--- config.mk ---
export PLATFORM = sky130hd
export DESIGN_NAME = cau_front
export DESIGN_NICKNAME = d
export VERILOG_FILES = /design/src/rtl/core/cau_pkg.sv /design/src/rtl/core/cau_front.sv
export SDC_FILE = /design/constraint.sdc
export NUM_CORES = 2
export LEC_CHECK = 0
export ABC_AREA = 1
export BUFFER_PORTS_ARGS = -buffer_cell sky130_fd_sc_hd__buf_4
export CAP_MARGIN = 5
export CORE_ASPECT_RATIO = 0.8
export CORE_MARGIN = 8
export CORE_UTILIZATION = 56
export CTS_BUF_LIST = sky130_fd_sc_hd__clkbuf_8 sky130_fd_sc_hd__clkbuf_16
export CTS_CLUSTER_SIZE = 40
export DETAILED_ROUTE_END_ITERATION = 8
export GPL_TIMING_DRIVEN = 0
export PLACE_DENSITY = 0.76
export SYNTH_ARGS = -nofsm -noshare
export SYNTH_HDL_FRONTEND = slang
export SYNTH_SLANG_ARGS = --single-unit
--- constraint.sdc ---
create_clock -name aclk -period 6.4 [get_ports aclk]
set_clock_uncertainty 0.1 [all_clocks]
set_input_delay 0.32 -clock aclk [delete_from_list [all_inputs] [get_ports aclk]]
set_output_delay 0.32 -clock aclk [all_outputs]
set_load 0.005 [all_outputs]
--- src/rtl/core/cau_pkg.sv ---
`timescale 1ns / 1ps
// ----------------------------------------------------------------------------
// cau_pkg: complex arithmetic unit shared types
// Beat structs, command codes, internal widths and the Q8.8 saturation helper.
// ----------------------------------------------------------------------------
package cau_pkg;

    typedef enum logic [1:0] {
        CMD_ADD = 2'd0,
        CMD_SUB = 2'd1,
        CMD_MUL = 2'd2,
        CMD_DIV = 2'd3
    } cmd_t;

    localparam int NUM_W  = 33;   // exact sum of two Q16.16 products
    localparam int DEN_W  = 32;   // b_re^2 + b_im^2
    localparam int MAG_W  = 32;   // |num|
    localparam int QBITS  = 17;   // quotient bits kept, larger values saturate
    localparam int WIDE_W = 26;   // pre-saturation result
    localparam int LOW_W  = 9;    // mag bits shifted in during the steps

    typedef struct packed {
        logic [1:0]         command;
        logic signed [15:0] a_re;
        logic signed [15:0] a_im;
        logic signed [15:0] b_re;
        logic signed [15:0] b_im;
    } in_t;

    typedef struct packed {
        logic signed [15:0] res_re;
        logic signed [15:0] res_im;
        logic               saturated;
        logic               div_zero;
    } out_t;

    typedef struct packed {
        logic signed [NUM_W-1:0]  num_re;
        logic signed [NUM_W-1:0]  num_im;
        logic [DEN_W-1:0]         den;
        logic [1:0]               cmd;
        logic signed [WIDE_W-1:0] wide_re;
        logic signed [WIDE_W-1:0] wide_im;
        logic                     dz;
    } front_t;

    typedef struct packed {
        logic [1:0]               cmd;
        logic signed [WIDE_W-1:0] wide_re;
        logic signed [WIDE_W-1:0] wide_im;
        logic                     dz;
    } side_t;

    typedef struct packed {
        logic signed [15:0] val;
        logic               sat;
    } sat_t;

    function automatic sat_t sat16(input logic signed [WIDE_W-1:0] v);
        sat_t r;
        if (v > WIDE_W'(32767)) begin
            r.val = 16'sh7FFF;
            r.sat = 1'b1;
        end else if (v < -WIDE_W'(32768)) begin
            r.val = 16'sh8000;
            r.sat = 1'b1;
        end else begin
            r.val = v[15:0];
            r.sat = 1'b0;
        end
        return r;
    endfunction

endpackage

--- src/rtl/core/cau_front.sv ---
`timescale 1ns / 1ps
// ----------------------------------------------------------------------------
// cau_front: product and sum stages
// Stage 0 forms the six products and the add/sub sums, stage 1 the numerators,
// the divisor norm and the truncated multiply result.
// ----------------------------------------------------------------------------
module cau_front (
    input  logic          aclk,
    input  logic [1:0]    en,
    input  cau_pkg::in_t  s_in,
    output cau_pkg::front_t f
);
    import cau_pkg::*;

    logic signed [31:0] p_rr_reg, p_ii_reg, p_ri_reg, p_ir_reg;
    logic signed [31:0] n_rr_reg, n_ii_reg;
    logic signed [16:0] as_re_reg, as_im_reg;
    logic [1:0]         cmd_reg;
    logic               zb_reg;
    front_t             f_reg;

    logic signed [16:0] as_re_next, as_im_next;
    logic signed [32:0] mre, mim;
    front_t             f_next;

    always_comb begin
        if (s_in.command == CMD_SUB) begin
            as_re_next = {s_in.a_re[15], s_in.a_re} - {s_in.b_re[15], s_in.b_re};
            as_im_next = {s_in.a_im[15], s_in.a_im} - {s_in.b_im[15], s_in.b_im};
        end else begin
            as_re_next = {s_in.a_re[15], s_in.a_re} + {s_in.b_re[15], s_in.b_re};
            as_im_next = {s_in.a_im[15], s_in.a_im} + {s_in.b_im[15], s_in.b_im};
        end
    end

    always_ff @(posedge aclk) begin
        if (en[0]) begin
            p_rr_reg  <= s_in.a_re * s_in.b_re;
            p_ii_reg  <= s_in.a_im * s_in.b_im;
            p_ri_reg  <= s_in.a_re * s_in.b_im;
            p_ir_reg  <= s_in.a_im * s_in.b_re;
            n_rr_reg  <= s_in.b_re * s_in.b_re;
            n_ii_reg  <= s_in.b_im * s_in.b_im;
            as_re_reg <= as_re_next;
            as_im_reg <= as_im_next;
            cmd_reg   <= s_in.command;
            zb_reg    <= (s_in.b_re == 16'sd0) && (s_in.b_im == 16'sd0);
        end
    end

    always_comb begin
        mre = {p_rr_reg[31], p_rr_reg} - {p_ii_reg[31], p_ii_reg};
        mim = {p_ri_reg[31], p_ri_reg} + {p_ir_reg[31], p_ir_reg};
        f_next.num_re = {p_rr_reg[31], p_rr_reg} + {p_ii_reg[31], p_ii_reg};
        f_next.num_im = {p_ir_reg[31], p_ir_reg} - {p_ri_reg[31], p_ri_reg};
        f_next.den    = n_rr_reg[31:0] + n_ii_reg[31:0];
        f_next.cmd    = cmd_reg;
        f_next.dz     = (cmd_reg == CMD_DIV) && zb_reg;
        if (cmd_reg == CMD_MUL) begin
            // arithmetic shift = floor toward minus infinity
            f_next.wide_re = {mre[32], mre[32:8]};
            f_next.wide_im = {mim[32], mim[32:8]};
        end else begin
            f_next.wide_re = {{(WIDE_W-17){as_re_reg[16]}}, as_re_reg};
            f_next.wide_im = {{(WIDE_W-17){as_im_reg[16]}}, as_im_reg};
        end
    end

    always_ff @(posedge aclk) begin
        if (en[1]) begin
            f_reg <= f_next;
        end
    end

    assign f = f_reg;

endmodule

# After elaboration in Yosys (flattened, before gate mapping)
# Index checks and enable logic that the tools add are counted.
totals:
  mem_bits_rw: 0
  romBits: 0
  register_bits: 382
  n_memories: 0
  out_inout_bits: 153
  input_bits: 69
  wordCells: 42
  latch_bits: 0
classes:
  shifts: 0
  div_mod_pow: 0
  n_mul: 6
  bitwise_logic: 0
  eq_ne: 3
  mux: 3
  addsub: 9
  n_reduce_logical: 4
  order_cmp: 0
ops:
  columns: ["cell", "count"]
  rows:
  - ["multiplier 16 x 16 -> 32 bit", 6]
  - ["adder 32 x 32 -> 33 bit", 2]
  - ["subtractor 32 x 32 -> 33 bit", 2]
  - ["2-to-1 mux 52 bit", 1]
  - ["adder 16 x 16 -> 17 bit", 2]
  - ["2-to-1 mux 17 bit", 2]
  - ["subtractor 16 x 16 -> 17 bit", 2]
  - ["adder 32 bit", 1]
  - ["logical NOT 16 bit", 2]
  - ["== test 2 bit, second input constant", 2]
  - ["== test 2 x 1 -> 1 bit, second input constant", 1]
  - ["logical AND 1 bit", 2]

# Logic depth before layout (Yosys ltp)
logic_depth:
  word_depth: 2
  mapped_depth: 27
  ltp_nobuf: 25

# Least setup slack after synthesis
# No wires, ideal clock.
synth_path:
  kind: "input to register"
  startpoint: "input port s_in[31] (netlist bit)"
  endpoint: "register n_rr_reg[24], data pin"
  cell_stages: 24
  t_arrival_ns: 5.762
  path_slack_ns: 0.285
  required_time_ns: 6.047
  n_path_buf: 3
  setup_time_ns: 0.253
  cell_sequence: "clkbuf_1 clkbuf_1 buf_1 nand2_1 fa_1 inv_1 fa_1 inv_1 fa_1 inv_1 fa_1 fa_1 inv_1 fa_1 inv_1 ha_1 nand2_2 nor2_2 inv_1 nor2_2 inv_1 or3_1 nand4_1 nand2_1"
synth_between:
  elab_chain_cells: 1
synth_lines:
  columns: ["element", "line_no", "text"]
  rows:
  - ["start, declared", "cau_front.sv:10", "input cau_pkg::in_t s_in,"]
  - ["multiplier 16 x 16 -> 32 bit", "cau_front.sv:42", "n_rr_reg <= s_in.b_re * s_in.b_re;"]
  - ["end signal, assigned", "cau_front.sv:42", null]
  - ["end, declared", "cau_front.sv:16", "logic signed [31:0] n_rr_reg, n_ii_reg;"]
# Every way passes these cells.
# A chain may end at the register's enable or synchronous reset.

# Final worst setup path
layout_path:
  startpoint: "input port s_in[31] (netlist bit)"
  endpoint: "register p_rr_reg[26], data pin"
layout_between:
  elab_chain_cells: 1
layout_lines:
  columns: ["element", "line_no", "text"]
  rows:
  - ["multiplier 16 x 16 -> 32 bit", "cau_front.sv:38", "p_rr_reg <= s_in.a_re * s_in.b_re;"]
  - ["end signal, assigned", "cau_front.sv:38", null]
  - ["end, declared", "cau_front.sv:15", "logic signed [31:0] p_rr_reg, p_ii_reg, p_ri_reg, p_ir_reg;"]
# Every way passes these cells.

==> impl_metrics.ini <==
[timing]
setup_viol = 0
fin_setup_tns_ns = 0
fmax_ghz = 0.1577
worstMarginPinSlew_ns = 1.507
maxSlewViolCount = 10
relSlewSlack = -0.004977
period_share = 0.9907
fin_crit_ns = 6.340
finalHoldViolations = 0

[setup_path]
timing.rr.start = p_rr_reg[30]
rrSetupSlack_ns = 2.65
r2r_cells = 11
critPathLaunchType = input port
worstReg2RegEnd = f[50]
setup.worst_path.class = input port to flip-flop
crit_path_end_kind = flip-flop
critPathLaunch = s_in[31]
worstPathMaxFanout = 10
required_ns = 6.74
cp.arrival_ns = 6.68
critPathCapture = p_rr_reg[26]

[flow_run]
maxCapViolations = 1

[clock_tree]
cts_tree = yes
clockBufferDepth = 3
insertion_delay_ns = 0.70
clock-root-buffer = clkbuf_16
cts_buffers = 45
htree_levels = 2
path_clk_slew_ns = 0.06
clock_sink_count = 378

[global_routing]
busiest_layer = met1
grt_overflow = 0
met2_usage = 0.5525
grt_pass1_wl_mm = 496.0
antenna_found_initial = 49
grt_pass1_vias = 75483
track_usage = 0.4100
grt_use_met3 = 0.1865
grtUsageMet1 = 0.5593
grt_max_degree = 115

[min_path]
hold_path.class = input port to flip-flop

[floorplanning]
num_rows = 128
start_util = 0.5634
die_w_microns = 453.2
die_area_sq_um = 165800
io_pins = 222
core_sq_um = 152000
die-height_microns = 365.8

[detailed_routing]
drt_wl_total_mm = 342.5
ant_nets = 0
routed_via_density = 5.707
drt-wirelength-per-cell_microns = 26.14
drtPass1Iterations = 9
drc = 0
via_count = 74781
drtIter0Drc = 9047

[finish]
multi_input_area_sq_um = 61570
fillers = 13624
seqCellArea_sq_um = 11350
mostFrequentLayoutCell = inv_1
layout_common_cells = 3017 x inv_1, 2465 x nand2_1, 1514 x fa_1
largest_reg_flops = 151
syn_to_final_growth_pct = 7.689
drive_gt1_frac = 0.05608
num-nets-final = 13317

[yosys]
syn_inst = 10737
syn_area_per_cell_sq_um = 7.975
ys_ff_latch = 378
synth.distinct_cells = 55
ys_seq_area_frac = 0.1326
yosysWarnings = 0
synth_nets = 13034
syn_area_sq_um = 85630

[placement]
port_buffers = 216
gp_congestion = 1.068
hpwl_mm = 290.7

[run_status]
outcome = finished, violations left
failed_checks = max-capacitance violations, max-slew violations
## logic make-up (layout without fill, tap and decap cells)
| family | count (synthesis) | in the layout | synth area share |
|---|---|---|---|
| flops | 378 | 378 | 0.1326 |
| compound gates | 863 | 863 | 0.05672 |
| buf+inv | 3357 | 3676 | 0.1490 |
| fa+ha+maj | 2228 | 2228 | 0.4586 |
| xor+xnor | 321 | 321 | 0.03283 |
| other cells | 0 | 33 | 0 |
| simple gates | 3589 | 3589 | 0.1702 |
| mux | 1 | 1 | 0.0001315 |
## per-layer routing
metal	share of wire	wire length (microns)	vias up
met2	0.39	132500	4847
li1	-	-	32277
met4	0.059	20090	34
met1	0.39	134500	36602
met3	0.16	55010	1021
met5	0.0010	348	-
## how the worst min path moves through the flow
| stage | slack (ns) | to | start | cells after the start |
|---|---|---|---|---|
| after floorplan | 0.32 | cmd_reg[0] | s_in[64] | 0 |
| after CTS | 0.04 | n_ii_reg[2] | s_in[1] | 2 |
| after global routing | 0.06 | p_ii_reg[0] | s_in[32] | 2 |
| after global placement | 0.33 | f[54] | cmd_reg[1] | 0 |
| after detailed placement | 0.34 | f[54] | cmd_reg[1] | 0 |
| final | 0.08 | n_ii_reg[2] | s_in[1] | 2 |
## stage by stage
stage	utilization	hold slack (ns)	cell area (sq um)	setup slack (ns)	instances
3_3_place_gp	0.5907	0.3338	89770	-2.264	12968
6_report	0.6067	0.08475	92210	0.05965	13104
2_1_floorplan	-	0.3189	85630	0.2853	10737
5_1_grt	0.6062	0.06168	92140	-0.005677	13073
3_5_place_dp	0.5925	0.3444	90050	-1.866	12983
4_1_cts	0.6045	0.04310	91870	0.002905	13064
## synthesized netlist by cell type (all sizes together)
library cell | n | area share
or2 | 31 | 0.0023
buf | 109 | 0.0063
o21ai | 268 | 0.016
nand2 | 2481 | 0.11
nor2 | 540 | 0.025
inv | 3019 | 0.13
a21o | 28 | 0.0025
a21oi | 411 | 0.024
ha | 710 | 0.10
xor2 | 247 | 0.025
o21bai | 75 | 0.0066
nor4 | 17 | 0.0012
o21a | 15 | 0.0013
clkbuf | 226 | 0.010
nand4 | 83 | 0.0061
o31ai | 5 | 0.00050
fa | 1518 | 0.35
mux2 | 1 | 0.00013
clkinv | 2 | 0.000088
or3 | 1 | 0.000073
dlymetal6s2s | 1 | 0.00015
a31oi | 12 | 0.00088
nor3b | 2 | 0.00018
xnor2 | 74 | 0.0076
a31o | 6 | 0.00061
nand3b | 18 | 0.0016
nand2b | 1 | 0.000073
edfxtp | 378 | 0.13
and3 | 9 | 0.00066
o211ai | 8 | 0.00076
nand3 | 328 | 0.019
nor3 | 78 | 0.0049
a21boi | 29 | 0.0026
a211oi | 6 | 0.00053
## area by class of cell
type / instances / area share
diodes: 33 / 0.0008955
plain buffers: 326 / 0.01871
clock buffers: 45 / 0.01221
clock inverters: 38 / 0.004301
inverters: 3021 / 0.1230
multi-input cells: 7002 / 0.6677
flip-flops and latches: 378 / 0.1231
well taps: 2015 / 0.02734
repair buffers: 246 / 0.02271
## critical path: stages
cell,delay [ns]
clkbuf_2,0.16
inv_2,0.41
clkbuf_1,0.84
nor2_1,0.15
fa_1,0.56
fa_1,0.44
fa_1,0.56
fa_1,0.46
fa_1,0.51
inv_1,0.05
fa_1,0.52
inv_1,0.05
ha_1,0.39
nand2_1,0.14
nor2_1,0.15
inv_1,0.07
nor2_1,0.14
nand3_1,0.07
or2_1,0.24
nand3_1,0.12
xor2_2,0.27
## what timing repair did
item,CTS,global route
hold endpoints to repair,42,0
gates resized for setup,121,257
setup endpoints to repair,106,104
hold buffers,7,0
setup buffers,0,1
pin swaps,0,2
Power is left out: the tool's default activity adds up to more than one toggle a clock period on the data nets, which glitch-free logic cannot reach.
