<file path="src/rtl/core/cau_pkg.sv">
`timescale 1ns / 1ps
// ----------------------------------------------------------------------------
// cau_pkg: complex arithmetic unit shared types
// Beat structs, command codes, internal widths and the Q8.8 saturation helper.
// ----------------------------------------------------------------------------
package cau_pkg;

    typedef enum logic [1:0] {
        CMD_ADD = 2'd0,
        CMD_SUB = 2'd1,
        CMD_MUL = 2'd2,
        CMD_DIV = 2'd3
    } cmd_t;

    localparam int NUM_W  = 33;   // exact sum of two Q16.16 products
    localparam int DEN_W  = 32;   // b_re^2 + b_im^2
    localparam int MAG_W  = 32;   // |num|
    localparam int QBITS  = 17;   // quotient bits kept, larger values saturate
    localparam int WIDE_W = 26;   // pre-saturation result
    localparam int LOW_W  = 9;    // mag bits shifted in during the steps

    typedef struct packed {
        logic [1:0]         command;
        logic signed [15:0] a_re;
        logic signed [15:0] a_im;
        logic signed [15:0] b_re;
        logic signed [15:0] b_im;
    } in_t;

    typedef struct packed {
        logic signed [15:0] res_re;
        logic signed [15:0] res_im;
        logic               saturated;
        logic               div_zero;
    } out_t;

    typedef struct packed {
        logic signed [NUM_W-1:0]  num_re;
        logic signed [NUM_W-1:0]  num_im;
        logic [DEN_W-1:0]         den;
        logic [1:0]               cmd;
        logic signed [WIDE_W-1:0] wide_re;
        logic signed [WIDE_W-1:0] wide_im;
        logic                     dz;
    } front_t;

    typedef struct packed {
        logic [1:0]               cmd;
        logic signed [WIDE_W-1:0] wide_re;
        logic signed [WIDE_W-1:0] wide_im;
        logic                     dz;
    } side_t;

    typedef struct packed {
        logic signed [15:0] val;
        logic               sat;
    } sat_t;

    function automatic sat_t sat16(input logic signed [WIDE_W-1:0] v);
        sat_t r;
        if (v > WIDE_W'(32767)) begin
            r.val = 16'sh7FFF;
            r.sat = 1'b1;
        end else if (v < -WIDE_W'(32768)) begin
            r.val = 16'sh8000;
            r.sat = 1'b1;
        end else begin
            r.val = v[15:0];
            r.sat = 1'b0;
        end
        return r;
    endfunction

endpackage

</file>
<file path="src/rtl/core/cau_div_lane.sv">
`timescale 1ns / 1ps
// ----------------------------------------------------------------------------
// cau_div_lane: pipelined restoring divider for one result part
// Computes (|num| << 8) / den, one quotient bit per stage, with an overflow
// flag when the quotient needs more than QBITS bits.
// ----------------------------------------------------------------------------
module cau_div_lane (
    input  logic                             aclk,
    input  logic [cau_pkg::QBITS:0]          en,
    input  logic signed [cau_pkg::NUM_W-1:0] num,
    input  logic [cau_pkg::DEN_W-1:0]        den,
    output logic [cau_pkg::QBITS-1:0]        quo,
    output logic                             ovf,
    output logic                             neg
);
    import cau_pkg::*;

    logic [MAG_W-1:0] mag_reg;
    logic [DEN_W-1:0] den0_reg;
    logic             neg0_reg;
    logic [NUM_W-1:0] abs_v;

    assign abs_v = num[NUM_W-1] ? NUM_W'(-num) : NUM_W'(num);

    always_ff @(posedge aclk) begin
        if (en[0]) begin
            mag_reg  <= abs_v[MAG_W-1:0];
            den0_reg <= den;
            neg0_reg <= num[NUM_W-1];
        end
    end

    logic [DEN_W-1:0] rem_reg [QBITS];
    logic [QBITS-1:0] quo_reg [QBITS];
    logic [DEN_W-1:0] den_reg [QBITS];
    logic [LOW_W-1:0] low_reg [QBITS];
    logic             neg_reg [QBITS];
    logic             ovf_reg [QBITS];

    for (genvar k = 0; k < QBITS; k++) begin : g_step
        localparam int B = QBITS - 1 - k;   // dividend bit shifted in here
        logic [DEN_W-1:0] rem_in, den_in, rem_next;
        logic [QBITS-1:0] quo_in;
        logic [LOW_W-1:0] low_in;
        logic             neg_in, ovf_in, din, ge;
        logic [DEN_W:0]   trial, diff;

        if (k == 0) begin : g_first
            assign rem_in = DEN_W'(mag_reg[MAG_W-1:LOW_W]);
            assign den_in = den0_reg;
            assign quo_in = '0;
            assign low_in = mag_reg[LOW_W-1:0];
            assign neg_in = neg0_reg;
            assign ovf_in = DEN_W'(mag_reg[MAG_W-1:LOW_W]) >= den0_reg;
        end else begin : g_next
            assign rem_in = rem_reg[k-1];
            assign den_in = den_reg[k-1];
            assign quo_in = quo_reg[k-1];
            assign low_in = low_reg[k-1];
            assign neg_in = neg_reg[k-1];
            assign ovf_in = ovf_reg[k-1];
        end

        if (B >= 8) begin : g_bit
            assign din = low_in[B-8];
        end else begin : g_zero
            assign din = 1'b0;
        end

        assign trial    = {rem_in, din};
        assign ge       = trial >= {1'b0, den_in};
        assign diff     = trial - {1'b0, den_in};
        assign rem_next = ge ? diff[DEN_W-1:0] : trial[DEN_W-1:0];

        always_ff @(posedge aclk) begin
            if (en[k+1]) begin
                rem_reg[k] <= rem_next;
                quo_reg[k] <= {quo_in[QBITS-2:0], ge};
                den_reg[k] <= den_in;
                low_reg[k] <= low_in;
                neg_reg[k] <= neg_in;
                ovf_reg[k] <= ovf_in;
            end
        end
    end

    assign quo = quo_reg[QBITS-1];
    assign ovf = ovf_reg[QBITS-1];
    assign neg = neg_reg[QBITS-1];

endmodule

</file>
<file path="config.mk">
export PLATFORM = sky130hd
export DESIGN_NAME = cau_div_lane
export DESIGN_NICKNAME = d
export VERILOG_FILES = /design/src/rtl/core/cau_pkg.sv /design/src/rtl/core/cau_div_lane.sv
export SDC_FILE = /design/constraint.sdc
export NUM_CORES = 2
export LEC_CHECK = 0
export ABC_AREA = 1
export BUFFER_PORTS_ARGS = -buffer_cell sky130_fd_sc_hd__buf_4
export CAP_MARGIN = 15
export CORE_ASPECT_RATIO = 1.75
export CORE_UTILIZATION = 60
export DETAILED_ROUTE_END_ITERATION = 6
export GPL_ROUTABILITY_DRIVEN = 0
export PLACE_DENSITY = 0.81
export SETUP_SLACK_MARGIN = 0.2
export SYNTH_ARGS = -nofsm -noshare
export SYNTH_HDL_FRONTEND = slang
export SYNTH_SLANG_ARGS = --single-unit
</file>
<file path="constraint.sdc">
create_clock -name aclk -period 3.5 [get_ports aclk]
set_input_delay 0.525 -clock aclk [delete_from_list [all_inputs] [get_ports aclk]]
set_output_delay 0.525 -clock aclk [all_outputs]
set_load 0.01 [all_outputs]
</file>
==> results of run 1 <==
[stage by stage]
stage	cell area, sq um	TNS [ns]	worst slack (ns)	cells
global placement	84700	-0.263	-0.0552	11427
floorplan	81800	0	1.26	9569
CTS	88900	0	0.245	11676
detailed placement	84700	-0.932	-0.105	11427
[cell families after synthesis]
group,Yosys count,synth area share [%]
simple gates,4728,24.6
xor+xnor,270,2.89
fa+ha+maj,575,8.94
buf+inv,1434,7.09
flops,1312,48.2
compound gates,1250,8.33
[Yosys cell counts (34+ instances only)]
cell	number	area share, %
sky130_fd_sc_hd__nand2_1	2731	13
sky130_fd_sc_hd__edfxtp_1	1312	48
sky130_fd_sc_hd__inv_1	1299	6.0
sky130_fd_sc_hd__nand3_1	737	4.5
sky130_fd_sc_hd__nor2_1	733	3.4
sky130_fd_sc_hd__a21oi_1	614	3.8
sky130_fd_sc_hd__ha_1	559	8.6
sky130_fd_sc_hd__o21ai_0	357	2.2
sky130_fd_sc_hd__xor2_1	151	1.6
sky130_fd_sc_hd__nand3b_1	133	1.2
sky130_fd_sc_hd__xnor2_1	119	1.3
sky130_fd_sc_hd__nor3_1	115	0.70
sky130_fd_sc_hd__o21ai_1	83	0.51
sky130_fd_sc_hd__buf_2	66	0.40
sky130_fd_sc_hd__nand4_1	65	0.50
sky130_fd_sc_hd__nand2_2	57	0.44
sky130_fd_sc_hd__o21ai_2	53	0.57
sky130_fd_sc_hd__a21o_1	49	0.45
sky130_fd_sc_hd__nor2_2	47	0.36
sky130_fd_sc_hd__o21a_1	47	0.43
sky130_fd_sc_hd__nor4_1	45	0.34
sky130_fd_sc_hd__buf_6	34	0.47
[repair_timing]
| action | CTS |
|---|---|
| gates resized for setup | 2 |
| hold buffers | 36 |
| hold endpoints to repair | 36 |
| endpoints found under the setup margin | 33 |
[layer usage]
| layer | GRT usage (%) | overflow |
|---|---|---|
| met5 | 14.1 | 0 |
| met4 | 58.1 | 11 |
| met3 | 34.7 | 0 |
| met2 | 75.3 | 2 |
| met1 | 47.4 | 0 |
==> run_results.csv, run 1 <==
group,metric,value,unit
global_routing,pin_count_of_the_biggest_net_entering_global_routing,83,
global_routing,grt_first_pass_wirelength,527000,microns
floorplan,dieWidth,281,microns
cts,cts.path.max_buffers,3,
placement,dp.final_hpwl,219000,microns
cts,cts_buffers,116,
synthesis,ys_warn_count,0,
cts,post-cts-setup-buffers,0,
outcome,flow.stopped_at,"global routing",
floorplan,die_height,490,microns
synthesis,synth_sequential_area_ratio,48.2,%
synthesis,ys_types,45,
cts,htree_num_levels,3,
synthesis,async_reset_ff_share,0,%
floorplan,design.portCount,103,
outcome,stop_err,"[ERROR GRT-0116] Global routing finished with congestion. Check the congestion regions in the DRC Viewer.",
floorplan,number_of_standard_cell_rows_in_the_floorplan,178,
global_routing,grtUsageTotal,53.3,%
global_routing,globalRoute.totalOverflow,13,
synthesis,post_synth_inst_count,9569,
synthesis,postSynth.topFlopCell,"sky130_fd_sc_hd__edfxtp_1",
floorplan,initial_core_util,60.7,%
cts,root_buffer,"sky130_fd_sc_hd__clkbuf_16",
synthesis,post_synth.cell_area_avg,8.55,sq um
synthesis,ys_seq_elements,1312,
cts,cts.sink_count,1312,
synthesis,mappedNetlistNets,10228,
outcome,run_status,"did not finish",
placement,buffer_ports.inserted,102,
synthesis,netlist_area,81800,sq um
global_routing,number_of_global_route_vias_before_repair,80962,
synthesis,synth-edff-count,1312,
==> run 2, diff against run 1 <==
CORE_ASPECT_RATIO = not set   (was 1.75)
CORE_UTILIZATION = 40   (was 60)
PLACE_DENSITY = not set   (was 0.81)
PLACE_DENSITY_LB_ADDON = 0.15   (was not set)
SETUP_SLACK_MARGIN = not set   (was 0.2)
==> run 2 against run 1 <==
The run now ends clean; area after synthesis did not move; synthesized cell count unchanged.
==> run_results.csv, run 2 <==
group,metric,value,unit
outcome,run_status,"completed",
floorplan,design.portCount,103,
sta,finClkSkew,0.0577,ns
power,share_seq_of_total_power,33.0,%
sta,timing.final.crit_share,90.7,%
route,initialDrtViolationCount,6258,
floorplan,dieWidth,454,microns
critical_path,required_worst_endpoint,4.00,ns
sta,setup-violations-final,0,
cts,cts.sink_count,1312,
job,max_cap_viol_count,0,
power,internal_power,43.1,mW
sta,worst_slew_pin_tran,1.10,ns
placement,post-place-ws,0.384,ns
global_routing,grtUsageTotal,23.1,%
route,drt_drc_violations_left,0,
route,routed-via-count,66285,
route,post_drt_via_cell_ratio,5.26,
route,wl_per_cell,19.2,microns
sta,timing.final.ws_setup,0.327,ns
critical_path,path_max_fanout,47,
placement,buffer_ports.inserted,102,
synthesis,post_synth_inst_count,9569,
synthesis,ys_seq_elements,1312,
critical_path,worst_setup_path_start_kind,"flip-flop",
synthesis,post_synth.cell_area_avg,8.55,sq um
placement,dp.final_hpwl,195000,microns
synthesis,netlist_area,81800,sq um
synthesis,post-synth-top-area-fraction,48.2,%
power,cellLeakagePower,40.6,nW
power,vdd_ir_drop_max,0.508,mV
cells_and_area,layout.cells.most_common_list,"sky130_fd_sc_hd__nand2_1 (2,731), sky130_fd_sc_hd__edfxtp_1 (1,312), sky130_fd_sc_hd__inv_1 (1,299), sky130_fd_sc_hd__nand3_1 (737), sky130_fd_sc_hd__nor2_1 (732)",
route,final_antenna_net_count,0,
power,power-per-cell-area,826,nW/um^2
critical_path,critical_path_arrival,3.68,ns
sta,maxSlewViolCount,0,
synthesis,leading_area_contributor_after_synthesis,"sky130_fd_sc_hd__edfxtp_1",
cts,clk-insertion-delay-late,0.83,ns
cts,post-cts-setup-buffers,0,
synthesis,ys_types,45,
critical_path,timing_worst_setup_path_type,"reg2reg",
sta,rsz_0062_raised_after_global_routing,"false",
synthesis,synth.most_common_cell,"sky130_fd_sc_hd__nand2_1",
hold_path,hold_path_class,"in2reg",
global_routing,grt_first_pass_wirelength,367000,microns
synthesis,mappedNetlistNets,10228,
synthesis,synth_commonest_cells,"sky130_fd_sc_hd__nand2_1 (2,731), sky130_fd_sc_hd__edfxtp_1 (1,312), sky130_fd_sc_hd__inv_1 (1,299), sky130_fd_sc_hd__nand3_1 (737), sky130_fd_sc_hd__nor2_1 (733)",
sta,final.hold.worst_slack,0.0599,ns
synthesis,ys_warn_count,0,
synthesis,synth-edff-count,1312,
critical_path,kind_of_capture_point_of_the_worst_setup_path,"flip-flop",
synthesis,postSynth.topFlopCell,"sky130_fd_sc_hd__edfxtp_1",
power,comb_power_share,45.7,%
floorplan,number_of_standard_cell_rows_in_the_floorplan,165,
cells_and_area,post_layout_nets,10469,
power,netSwitchingFraction,42.7,%
global_routing,globalRoute.totalOverflow,0,
cells_and_area,syn2layout_area_growth,11.4,%
cells_and_area,layout-drive-gt1-share,5.93,%
sta,slew_headroom,26.7,%
global_routing,pin_count_of_the_biggest_net_entering_global_routing,78,
sta,achievable_clock_frequency,0.315,GHz
sta,timing_hold_violations_final,0,
floorplan,die-area,206000,sq um
synthesis,synth_sequential_area_ratio,48.2,%
global_routing,number_of_global_route_vias_before_repair,62797,
synthesis,async_reset_ff_share,0,%
synthesis,synth.top_cells.by_area,"sky130_fd_sc_hd__edfxtp_1 (48%), sky130_fd_sc_hd__nand2_1 (13%), sky130_fd_sc_hd__ha_1 (8.6%)",
global_routing,antenna_found_initial,13,
cts,path_clk_slew,0.06,ns
floorplan,fp.coreArea,203000,sq um
sta,timing.setup.tns,0,ns
cells_and_area,final_common_cell,"sky130_fd_sc_hd__nand2_1",
cts,root_buffer,"sky130_fd_sc_hd__clkbuf_16",
sta,min_period,3.17,ns
cells_and_area,fillCellCount,19742,
cts,cts_buffers,153,
power,pwr-share-clk,21.3,%
floorplan,die_height,454,microns
cts,htree_num_levels,4,
power,switchingPower,32.2,mW
floorplan,initial_core_util,40.3,%
cts,tritoncts_clock_tree,"done",
route,detail_route.first_pass.iterations,7,
route,routed_wl,243000,microns
cts,cts.path.max_buffers,3,
==> run 2: area by class of cell <==
cell class              instances  area [sq um]  share of cell area [%]
clock inverters                93          1050                    1.15
well taps                    2672          3340                    3.67
inverters                    1312          4920                    5.40
flip-flops and latches       1312         39400                    43.2
clock buffers                 179          3970                    4.36
diodes                          4          10.0                  0.0110
multi-input cells            6823         36600                    40.2
repair buffers                208          1820                    2.00
==> run 2: worst paths after layout <==
path / endpoint / from / slack, ns / cells past startpoint
setup / recovery: rem_reg[0][364] / den_reg[0][322] / 0.33 / 14
hold / removal: mag_reg[9] / num[9] / 0.06 / 2
setup reg to reg: rem_reg[0][364] / den_reg[0][322] / 0.33 / 14
hold reg to reg: den_reg[0][200] / den_reg[0][168] / 0.41 / 0
==> run 2: worst max-delay path, stage by stage (launching register included) <==
cell                       delay, ns
sky130_fd_sc_hd__edfxtp_1       0.45
sky130_fd_sc_hd__inv_1          0.07
sky130_fd_sc_hd__ha_1           0.33
sky130_fd_sc_hd__a21oi_1        0.18
sky130_fd_sc_hd__nand2_2        0.09
sky130_fd_sc_hd__nand2_1        0.08
sky130_fd_sc_hd__nand2_2        0.07
sky130_fd_sc_hd__nand2_1        0.07
sky130_fd_sc_hd__nand2_2        0.08
sky130_fd_sc_hd__nand2_1        0.08
sky130_fd_sc_hd__nand2_1        0.11
sky130_fd_sc_hd__nand2_2        0.10
sky130_fd_sc_hd__nand2_4        0.16
sky130_fd_sc_hd__inv_2          0.69
sky130_fd_sc_hd__o21ai_1        0.26
==> run 2: power by group through the flow <==
| stage | Sequential [mW] | Combinational [mW] | Clock [mW] |
|---|---|---|---|
| global placement | 25.2 | 33.4 | 0 |
| global route | 25.1 | 38.2 | 17.0 |
| detailed placement | 25.2 | 33.6 | 0 |
| finish | 24.9 | 34.4 | 16.0 |
| CTS | 24.9 | 33.9 | 16.5 |
| floorplan | 23.8 | 24.9 | 0 |
==> run 2: layer usage <==
layer | vias up | global-route usage (%) | routed length [microns]
met5 | - | 0 | 41
met4 | 8 | 8.55 | 8970
met3 | 442 | 3.63 | 16300
met2 | 2246 | 38.5 | 113000
met1 | 31053 | 30.3 | 104000
li1 | 32536 | - | -
==> run 2: through the flow <==
step / instances / util, % / power [mW] / instance area, sq um
finish: 12603 / 44.9 / 75.3 / 91100
global route: 12601 / 44.9 / 80.3 / 91100
CTS: 12599 / 44.9 / 75.2 / 91100
detailed placement: 12284 / 42.3 / 58.8 / 85700
global placement: 12284 / 42.3 / 58.6 / 85700
floorplan: 9569 / - / 48.6 / 81800
==> run 2: logic make-up after synthesis <==
family | count (synthesis) | synth area share (%)
and+or+nand+nor | 4728 | 24.6
buffers and inverters | 1434 | 7.09
DFF | 1312 | 48.2
AOI/OAI and AO/OA | 1250 | 8.33
adders and majority gates | 575 | 8.94
xor gates and xnor gates | 270 | 2.89
==> run 2: timing repair <==
action	in CTS	in global routing
endpoints found under the hold margin	43	0
resized for setup	0	0
hold buffers	43	0
No activity file was read; power rests on OpenSTA's default activity.
